===== config.mk =====
export PLATFORM = sky130hd
export DESIGN_NAME = ipv4_udp_checksum_calc
export DESIGN_NICKNAME = d
export VERILOG_FILES = /design/src/rtl/core/iucc_pkg.sv /design/src/rtl/core/iucc_fifo.sv /design/src/rtl/core/iucc_front.sv /design/src/rtl/core/iucc_back.sv /design/src/rtl/core/ipv4_udp_checksum_calc.sv
export SDC_FILE = /design/constraint.sdc
export NUM_CORES = 1
export LEC_CHECK = 0
export BUFFER_PORTS_ARGS = -buffer_cell sky130_fd_sc_hd__buf_2
export CORE_MARGIN = 2
export CORE_UTILIZATION = 30
export DETAILED_ROUTE_END_ITERATION = 7
export PLACE_DENSITY_LB_ADDON = 0.25
export SKIP_CTS_REPAIR_TIMING = 1
export SLEW_MARGIN = 10
export SYNTH_ARGS = -nofsm -noshare
export SYNTH_HDL_FRONTEND = slang
export SYNTH_SLANG_ARGS = --single-unit

===== constraint.sdc =====
create_clock -name clk -period 12.2 [get_ports clk]
set_clock_uncertainty 0.15 [all_clocks]
set_input_delay 1.22 -clock clk [delete_from_list [all_inputs] [get_ports clk]]
set_output_delay 1.22 -clock clk [all_outputs]
set_load 0.05 [all_outputs]

===== src/rtl/core/iucc_pkg.sv =====
// Shared types and constants of the IPv4 header and UDP checksum calculator.
// No dependencies; front, back and top refer to it by scoped names.
`default_nettype none

package iucc_pkg;

    localparam int unsigned WORD_W = 16;

    // Header layout, in 16-bit words from the start of the IP header
    localparam logic [3:0]  IHL_MIN           = 4'd5;
    localparam logic [4:0]  HDR_WORDS_DEFAULT = 5'd10;
    localparam logic [15:0] IDX_PROTOCOL      = 16'd4;
    localparam logic [15:0] IDX_IP_CSUM       = 16'd5;
    localparam logic [15:0] IDX_ADDR_FIRST    = 16'd6;
    localparam logic [15:0] IDX_ADDR_LAST     = 16'd9;
    localparam logic [15:0] IDX_MAX           = 16'hFFFF;

    // Datagram layout, in words from the start of the UDP header
    localparam logic [15:0] DG_FIRST   = 16'd0;
    localparam logic [15:0] DG_SECOND  = 16'd1;
    localparam logic [15:0] DG_LENGTH  = 16'd2;
    localparam logic [15:0] DG_CSUM    = 16'd3;

    localparam logic [7:0]  PROTO_UDP  = 8'd17;
    localparam logic [15:0] ODD_MASK   = 16'hFF00;

    // One classified beat handed from front to back
    typedef struct packed {
        logic [15:0] ip_term;     // zero when the word is not summed
        logic        ip_seen_wr;
        logic [17:0] udp_part;    // plain sum of this beat's UDP terms
        logic        udp_seen_wr;
        logic [15:0] word;
        logic        proto_wr;
        logic        proto_udp;
        logic        bad_ihl;
        logic        eop;
    } op_t;

    // One finished result
    typedef struct packed {
        logic [15:0] ip_sum_computed;
        logic [15:0] ip_sum_received;
        logic [15:0] udp_sum_computed;
        logic [15:0] udp_sum_received;
        logic        is_udp;
        logic        bad_header_length;
    } result_t;

endpackage

`default_nettype wire


===== src/rtl/core/iucc_fifo.sv =====
// Small register queue with a count; used between front and back and at the output.
// No package dependencies.
`default_nettype none

module iucc_fifo #(
    parameter int unsigned WIDTH = 8,
    parameter int unsigned DEPTH = 2
) (
    input  wire logic             clk,
    input  wire logic             rst_n,
    input  wire logic             wr_en,
    input  wire logic [WIDTH-1:0] wr_data,
    output logic                  full,
    input  wire logic             rd_en,
    output logic [WIDTH-1:0]      rd_data,
    output logic                  empty
);

    localparam int unsigned PTR_W = (DEPTH > 1) ? $clog2(DEPTH) : 1;
    localparam int unsigned CNT_W = $clog2(DEPTH + 1);

    logic [WIDTH-1:0] mem [DEPTH];
    logic [PTR_W-1:0] wr_ptr_reg, wr_ptr_next;
    logic [PTR_W-1:0] rd_ptr_reg, rd_ptr_next;
    logic [CNT_W-1:0] count_reg, count_next;
    logic             do_wr, do_rd;

    assign full    = (count_reg == CNT_W'(DEPTH));
    assign empty   = (count_reg == '0);
    assign rd_data = mem[rd_ptr_reg];
    assign do_wr   = wr_en && !full;
    assign do_rd   = rd_en && !empty;

    always_comb
    begin
        wr_ptr_next = wr_ptr_reg;
        rd_ptr_next = rd_ptr_reg;
        count_next  = count_reg;
        if (do_wr)
        begin
            wr_ptr_next = (wr_ptr_reg == PTR_W'(DEPTH - 1)) ? '0 : wr_ptr_reg + PTR_W'(1);
        end
        if (do_rd)
        begin
            rd_ptr_next = (rd_ptr_reg == PTR_W'(DEPTH - 1)) ? '0 : rd_ptr_reg + PTR_W'(1);
        end
        if (do_wr && !do_rd)
        begin
            count_next = count_reg + CNT_W'(1);
        end
        else if (do_rd && !do_wr)
        begin
            count_next = count_reg - CNT_W'(1);
        end
    end

    always_ff @(posedge clk or negedge rst_n)
    begin
        if (!rst_n)
        begin
            wr_ptr_reg <= '0;
            rd_ptr_reg <= '0;
            count_reg  <= '0;
        end
        else
        begin
            wr_ptr_reg <= wr_ptr_next;
            rd_ptr_reg <= rd_ptr_next;
            count_reg  <= count_next;
        end
    end

    always_ff @(posedge clk)
    begin
        if (do_wr)
        begin
            mem[wr_ptr_reg] <= wr_data;
        end
    end

endmodule

`default_nettype wire


===== src/rtl/core/iucc_front.sv =====
// Front end: tracks the word position in the packet and turns each word into a beat
// of sum terms and capture strobes. Depends on iucc_pkg.
`default_nettype none

module iucc_front (
    input  wire logic          clk,
    input  wire logic          rst_n,
    input  wire logic          accept,
    input  wire logic [15:0]   packet_word,
    input  wire logic          end_of_packet,
    output iucc_pkg::op_t      op
);

    logic [15:0] word_index_reg, word_index_next;
    logic [4:0]  header_words_reg, header_words_next;
    logic [15:0] udp_length_reg, udp_length_next;
    logic [15:0] held_first_reg, held_second_reg;

    logic [3:0]  ihl;
    logic [4:0]  hw;
    logic        in_hdr;
    logic [15:0] d;
    logic [15:0] t_len, t_a, t_b, t_c;

    // Datagram word d contributes only inside the UDP length; odd tail keeps its high byte
    function automatic logic [15:0] dg_term(input logic [15:0] dw, input logic [15:0] w,
                                            input logic [15:0] len);
        logic [16:0] nw17;
        logic [15:0] nw;
        logic [15:0] r;
        nw17 = {1'b0, len} + 17'd1;
        nw   = nw17[16:1];
        if (dw == iucc_pkg::DG_CSUM || dw >= nw)
            r = '0;
        else if (len[0] && dw == nw - 16'd1)
            r = w & iucc_pkg::ODD_MASK;
        else
            r = w;
        return r;
    endfunction

    assign ihl    = packet_word[11:8];
    assign hw     = (word_index_reg != '0) ? header_words_reg :
                    (ihl < iucc_pkg::IHL_MIN) ? iucc_pkg::HDR_WORDS_DEFAULT : {ihl, 1'b0};
    assign in_hdr = word_index_reg < {11'b0, hw};
    assign d      = word_index_reg - {11'b0, hw};

    always_comb
    begin
        t_len = '0;
        t_a   = '0;
        t_b   = '0;
        t_c   = '0;
        op    = '0;
        op.word    = packet_word;
        op.eop     = end_of_packet;
        op.bad_ihl = (word_index_reg == '0) && (ihl < iucc_pkg::IHL_MIN);
        udp_length_next = udp_length_reg;

        if (in_hdr)
        begin
            if (word_index_reg == iucc_pkg::IDX_IP_CSUM)
                op.ip_seen_wr = 1'b1;
            else
                op.ip_term = packet_word;
            if (word_index_reg == iucc_pkg::IDX_PROTOCOL)
            begin
                op.proto_wr  = 1'b1;
                op.proto_udp = (packet_word[7:0] == iucc_pkg::PROTO_UDP);
                t_len        = {8'b0, iucc_pkg::PROTO_UDP};
            end
            if (word_index_reg >= iucc_pkg::IDX_ADDR_FIRST &&
                word_index_reg <= iucc_pkg::IDX_ADDR_LAST)
                t_len = packet_word;
        end
        else if (d == iucc_pkg::DG_LENGTH)
        begin
            // Length known now: release the two held words
            udp_length_next = packet_word;
            t_len = packet_word;
            t_a   = dg_term(iucc_pkg::DG_FIRST, held_first_reg, packet_word);
            t_b   = dg_term(iucc_pkg::DG_SECOND, held_second_reg, packet_word);
            t_c   = dg_term(iucc_pkg::DG_LENGTH, packet_word, packet_word);
        end
        else if (d != iucc_pkg::DG_FIRST && d != iucc_pkg::DG_SECOND)
        begin
            op.udp_seen_wr = (d == iucc_pkg::DG_CSUM);
            t_c = dg_term(d, packet_word, udp_length_reg);
        end

        op.udp_part = {2'b0, t_len} + {2'b0, t_a} + {2'b0, t_b} + {2'b0, t_c};

        // Advance the position up to IDX_MAX, or drop back to the start after the last word
        word_index_next   = (word_index_reg == iucc_pkg::IDX_MAX) ? word_index_reg
                                                                  : word_index_reg + 16'd1;
        header_words_next = hw;
        if (end_of_packet)
        begin
            word_index_next   = '0;
            header_words_next = iucc_pkg::HDR_WORDS_DEFAULT;
            udp_length_next   = '0;
        end
    end

    always_ff @(posedge clk or negedge rst_n)
    begin
        if (!rst_n)
        begin
            word_index_reg   <= '0;
            header_words_reg <= iucc_pkg::HDR_WORDS_DEFAULT;
            udp_length_reg   <= '0;
        end
        else if (accept)
        begin
            word_index_reg   <= word_index_next;
            header_words_reg <= header_words_next;
            udp_length_reg   <= udp_length_next;
        end
    end

    always_ff @(posedge clk)
    begin
        if (accept && !in_hdr && d == iucc_pkg::DG_FIRST)
            held_first_reg <= packet_word;
        if (accept && !in_hdr && d == iucc_pkg::DG_SECOND)
            held_second_reg <= packet_word;
    end

endmodule

`default_nettype wire


===== src/rtl/core/iucc_back.sv =====
// Back end: folds each beat into the two ones'-complement sums and captures the
// received checksums; emits a result on the last beat. Depends on iucc_pkg.
`default_nettype none

module iucc_back (
    input  wire logic             clk,
    input  wire logic             rst_n,
    input  wire logic             op_valid,
    input  wire iucc_pkg::op_t    op,
    output logic                  op_pop,
    input  wire logic             res_full,
    output logic                  res_wr,
    output iucc_pkg::result_t     res_data
);

    logic [15:0] ip_acc_reg, ip_acc_next;
    logic [15:0] udp_acc_reg, udp_acc_next;
    logic [15:0] ip_seen_reg, ip_seen_next;
    logic [15:0] udp_seen_reg, udp_seen_next;
    logic        proto_reg, proto_next;
    logic        bad_ihl_reg, bad_ihl_next;

    logic [16:0] ip_s;
    logic [18:0] udp_s;
    logic [16:0] udp_f;

    // Hold a last beat while the result queue is full
    assign op_pop = op_valid && !(op.eop && res_full);
    assign res_wr = op_pop && op.eop;

    always_comb
    begin
        ip_s  = {1'b0, ip_acc_reg} + {1'b0, op.ip_term};
        udp_s = {3'b0, udp_acc_reg} + {1'b0, op.udp_part};
        udp_f = {1'b0, udp_s[15:0]} + {14'b0, udp_s[18:16]};

        ip_acc_next   = ip_s[15:0] + {15'b0, ip_s[16]};
        udp_acc_next  = udp_f[15:0] + {15'b0, udp_f[16]};
        ip_seen_next  = op.ip_seen_wr ? op.word : ip_seen_reg;
        udp_seen_next = op.udp_seen_wr ? op.word : udp_seen_reg;
        proto_next    = op.proto_wr ? op.proto_udp : proto_reg;
        bad_ihl_next  = bad_ihl_reg || op.bad_ihl;

        res_data.ip_sum_computed   = ~ip_acc_next;
        res_data.ip_sum_received   = ip_seen_next;
        res_data.udp_sum_computed  = proto_next ? ~udp_acc_next : '0;
        res_data.udp_sum_received  = proto_next ? udp_seen_next : '0;
        res_data.is_udp            = proto_next;
        res_data.bad_header_length = bad_ihl_next;
    end

    always_ff @(posedge clk or negedge rst_n)
    begin
        if (!rst_n)
        begin
            ip_acc_reg   <= '0;
            udp_acc_reg  <= '0;
            ip_seen_reg  <= '0;
            udp_seen_reg <= '0;
            proto_reg    <= 1'b0;
            bad_ihl_reg  <= 1'b0;
        end
        else if (op_pop)
        begin
            if (op.eop)
            begin
                ip_acc_reg   <= '0;
                udp_acc_reg  <= '0;
                ip_seen_reg  <= '0;
                udp_seen_reg <= '0;
                proto_reg    <= 1'b0;
                bad_ihl_reg  <= 1'b0;
            end
            else
            begin
                ip_acc_reg   <= ip_acc_next;
                udp_acc_reg  <= udp_acc_next;
                ip_seen_reg  <= ip_seen_next;
                udp_seen_reg <= udp_seen_next;
                proto_reg    <= proto_next;
                bad_ihl_reg  <= bad_ihl_next;
            end
        end
    end

endmodule

`default_nettype wire


===== src/rtl/core/ipv4_udp_checksum_calc.sv =====
// Top level of the IPv4 header and UDP checksum calculator.
// Depends on iucc_pkg, iucc_fifo, iucc_front and iucc_back.
//
//  channel  | ports                                   | handshake
//  ---------+-----------------------------------------+-------------------------
//  words in | packet_word, end_of_packet              | push / full
//  results  | ip_sum_computed, ip_sum_received,       | empty / pop
//           | udp_sum_computed, udp_sum_received,     |
//           | is_udp, bad_header_length               |
//
// One word beat is taken every clock while the word queue has room; the back end
// folds a whole beat into both sums per cycle unless a full result queue holds it.
// A result passes through the word queue and then the result queue, each a
// register stage. Reset clears both queues and the packet state but for the two
// held datagram words. A full result queue holds the back end on a last word; the
// word queue (QUEUE_DEPTH deep) then fills and raises full.
`default_nettype none

module ipv4_udp_checksum_calc #(
    parameter int unsigned QUEUE_DEPTH  = 4,
    parameter int unsigned RESULT_DEPTH = 2
) (
    input  wire logic        clk,
    input  wire logic        rst_n,
    input  wire logic        push,
    output logic             full,
    input  wire logic [15:0] packet_word,
    input  wire logic        end_of_packet,
    output logic             empty,
    input  wire logic        pop,
    output logic [15:0]      ip_sum_computed,
    output logic [15:0]      ip_sum_received,
    output logic [15:0]      udp_sum_computed,
    output logic [15:0]      udp_sum_received,
    output logic             is_udp,
    output logic             bad_header_length
);

    localparam int unsigned OP_W  = $bits(iucc_pkg::op_t);
    localparam int unsigned RES_W = $bits(iucc_pkg::result_t);

    logic              accept;
    iucc_pkg::op_t     op_in;
    iucc_pkg::op_t     op_head;
    logic              op_empty;
    logic              op_pop;
    logic              res_full;
    logic              res_wr;
    iucc_pkg::result_t res_in;
    iucc_pkg::result_t res_head;

    assign accept = push && !full;

    // Classify each word as it is taken
    iucc_front u_front (
        .clk           (clk),
        .rst_n         (rst_n),
        .accept        (accept),
        .packet_word   (packet_word),
        .end_of_packet (end_of_packet),
        .op            (op_in)
    );

    // Decouple the front from a back end held by a full result queue
    iucc_fifo #(
        .WIDTH (OP_W),
        .DEPTH (QUEUE_DEPTH)
    ) u_op_queue (
        .clk     (clk),
        .rst_n   (rst_n),
        .wr_en   (accept),
        .wr_data (op_in),
        .full    (full),
        .rd_en   (op_pop),
        .rd_data (op_head),
        .empty   (op_empty)
    );

    iucc_back u_back (
        .clk      (clk),
        .rst_n    (rst_n),
        .op_valid (!op_empty),
        .op       (op_head),
        .op_pop   (op_pop),
        .res_full (res_full),
        .res_wr   (res_wr),
        .res_data (res_in)
    );

    // Hold finished results until the consumer pops them
    iucc_fifo #(
        .WIDTH (RES_W),
        .DEPTH (RESULT_DEPTH)
    ) u_res_queue (
        .clk     (clk),
        .rst_n   (rst_n),
        .wr_en   (res_wr),
        .wr_data (res_in),
        .full    (res_full),
        .rd_en   (pop),
        .rd_data (res_head),
        .empty   (empty)
    );

    assign ip_sum_computed   = res_head.ip_sum_computed;
    assign ip_sum_received   = res_head.ip_sum_received;
    assign udp_sum_computed  = res_head.udp_sum_computed;
    assign udp_sum_received  = res_head.udp_sum_received;
    assign is_udp            = res_head.is_udp;
    assign bad_header_length = res_head.bad_header_length;

    // A last word consumed by the back end leaves a result waiting
    assert property (@(posedge clk) disable iff (!rst_n)
        (op_pop && op_head.eop) |=> !empty)
        else $error("result missing after last word");

    // Never write the result queue while it is full
    assert property (@(posedge clk) disable iff (!rst_n)
        res_wr |-> !res_full)
        else $error("result queue overflow");

    // UDP fields read zero on a non-UDP result
    assert property (@(posedge clk) disable iff (!rst_n)
        (!empty && !is_udp) |-> (udp_sum_computed == '0 && udp_sum_received == '0))
        else $error("UDP fields set on non-UDP packet");

endmodule

`default_nettype wire


==> summary.txt <==
startpoint types: flip-flop
core area: 86890 µm²
CTS tree: yes
critical path class: flip-flop to flip-flop
die width: 300.2 µm
count of final setup violators: 0
Pre-antenna DRT Iters: 5
PnR worst setup slack: 1.136 ns
Yosys warnings: 0
top_reg_cell synth: edfxtp_1
synth cell count leaders: edfxtp_1, nand2_1, nor2_1
Clock Path Buffers: 3
crit path buf inv count: 2
fraction of registers with async set/reset: 0.2271
Max Slew Vio Count: 0
worst slew pin tran: 1.003 ns
first-pass GRT wire length: 98070 µm
Port Buffers: 88
Synth Area per Inst: 13.01 µm²
WHS: 0.2900 ns
clock sinks: 502
Starting Density: 0.3028
CTS H-tree lvls: 2
Layout area overhead: 13.69%
total power: 8.897 mW
Post-Route Setup TNS: 0 ns
largest registers: u_op_queue.mem x224, u_res_queue.mem x132
HP Class: input port to async pin
initial antenna violation count: 3
max reg flops: 224
Wirelength per Cell: 18.81 µm
largest net degree at the start of global routing: 67
die area: 90090 µm²
vias in the first global route: 16873
Routed WL: 62140 µm
clock-pin slew on the worst setup and hold paths: 0.06 ns
Synth cell types: 94
Biggest register: u_op_queue.mem
Via density: 4.931
Final Hold Vio Count: 0
final worst path period need: 11.06 ns
number of nets in the layout: 2252
GP Congestion: 0.8447
Rows: 108
DP Worst Slack: 1.197 ns
CP top delay family: simple AND/OR/NAND/NOR gates
synth top area cells: edfxtp_1, dfrtp_1, ha_1
share of cells above drive strength 1: 0.1911
CP max FO: 16
All-Layer GR Usage: 0.1385
gr ovfl total: 0
crit-path max cell delay: 0.71 ns
Mapped Cells: 2022
VDD IR-drop max: 0.1886 mV
post-synth top area cell: edfxtp_1
Worst Path Arrival: 11.30 ns
worst reg-to-reg setup slack: 1.14 ns
period utilization: 0.9069
area share of the largest cell type after synthesis: 0.4428
Register Area: 14510 µm²
Finished Cell Area: 29910 µm²
kind of end point of the critical path: flip-flop
RSZ-0062 raised after global routing: no
Slew HR: 0.3314
DP HPWL: 41990 µm
Clk Latency, worst-skew pair: 0.62 ns
Max Fclk: 90.39 MHz
CTS root buf: clkbuf_16
number of I/O pins: 89
placed cell areas: 28020 µm²
Iteration-0 DRC Markers: 873
Via Count: 16286
Lkg Pwr: 11.44 nW
Routed Antenna Nets: 0
slowest CP cell: or4_1
number of buffers created by CTS: 55
Post-synth EDFFs: 388
Worst EP required: 12.43 ns
Fillers: 8444
Mapped Area: 26310 µm²
area occupied by multi-input gates: 11180 µm²
max-cap violation count: 0
most frequent cell after synthesis: edfxtp_1
P per Cell Area: 297.4 nW/µm²
status: complete, no violations
flops & latches, synth: 502
syn nets: 2174
register area share after synthesis: 0.5513
Post-route DRC: 0
Die Y: 300.2 µm
layout make-up:
type,count,share of cell area
sequential,502,0.4852
multi-input combinational,1357,0.3737
timing repair buffer,109,0.02008
antenna,2,0.0001673
clock buffer,68,0.04936
inverter,75,0.009411
tap,1155,0.04831
clock inverter,35,0.01384
through the flow:
stage	utilization	instances
2_1_floorplan	-	2022
3_3_place_gp	0.3225	3198
3_5_place_dp	0.3225	3198
4_1_cts	0.3442	3301
5_1_grt	0.3443	3303
6_report	0.3443	3303
kinds of logic after synthesis:
group,synth area share
multiplexers,0.09268
AND/OR/NAND/NOR,0.1146
adder cells (fa/ha/maj),0.06885
AO/OA/AOI/OAI,0.09230
buffers and inverters,0.02534
flip-flops,0.5513
XOR/XNOR,0.05497
placed cells by master, fill, tap and decap left out, types with 10 or more instances in the layout:
cell | synthesis | layout
a22o_1 | 48 | 48
clkbuf_16 | 0 | 56
dfrtp_1 | 112 | 109
or3_1 | 18 | 18
nand2_1 | 124 | 124
clkinv_2 | 0 | 14
nand4_1 | 15 | 15
nor2b_1 | 10 | 10
a21oi_1 | 62 | 62
xnor2_1 | 95 | 95
or2_2 | 13 | 13
nor4_1 | 14 | 12
fa_1 | 23 | 23
xor2_1 | 50 | 50
nand2b_1 | 10 | 10
and3_1 | 31 | 31
nor2_1 | 115 | 114
a21o_1 | 24 | 24
and2_1 | 70 | 65
o21a_1 | 11 | 11
buf_4 | 3 | 22
edfxtp_1 | 388 | 388
nand3_1 | 48 | 48
mux4_2 | 56 | 56
ha_1 | 108 | 108
mux2_2 | 85 | 85
inv_1 | 75 | 75
buf_2 | 11 | 87
nor3_1 | 33 | 32
mux2i_1 | 22 | 21
o21ai_0 | 89 | 89
where the power goes:
group	switching [mW]	internal [mW]	leakage, nW
registers	0.204	2.60	5.11
logic	2.85	1.54	5.40
clock network	0.699	1.02	0.930
total	3.75	5.15	11.4
layer usage:
| metal | global-route usage | vias to the layer above | share of wire |
|---|---|---|---|
| li1 | - | 7754 | - |
| met1 | 0.1829 | 8222 | 0.46 |
| met2 | 0.2374 | 229 | 0.49 |
| met3 | 0.01872 | 79 | 0.031 |
| met4 | 0.03988 | 2 | 0.024 |
| met5 | 0 | - | 0.00021 |
path summary, 6_finish.rpt:
check,from,end,cells after the start
max in group asynchronous,rst_n,u_back.udp_acc_reg[13]$_DFFE_PN0P_,2
min in group clk,u_back.udp_seen_reg[10]$_DFFE_PN0P_,u_back.udp_seen_reg[10]$_DFFE_PN0P_,2
worst min register to register,u_back.udp_seen_reg[10]$_DFFE_PN0P_,u_back.udp_seen_reg[10]$_DFFE_PN0P_,2
worst max-delay path,u_front.word_index_reg[6]$_DFFE_PN0P_,u_op_queue.mem[1][37]$_DFFE_PP_,37
worst max register to register,u_front.word_index_reg[6]$_DFFE_PN0P_,u_op_queue.mem[1][37]$_DFFE_PP_,37
worst min-delay path,rst_n,u_front.word_index_reg[12]$_DFFE_PN0P_,1
No activity file was read; power rests on OpenSTA's default activity.
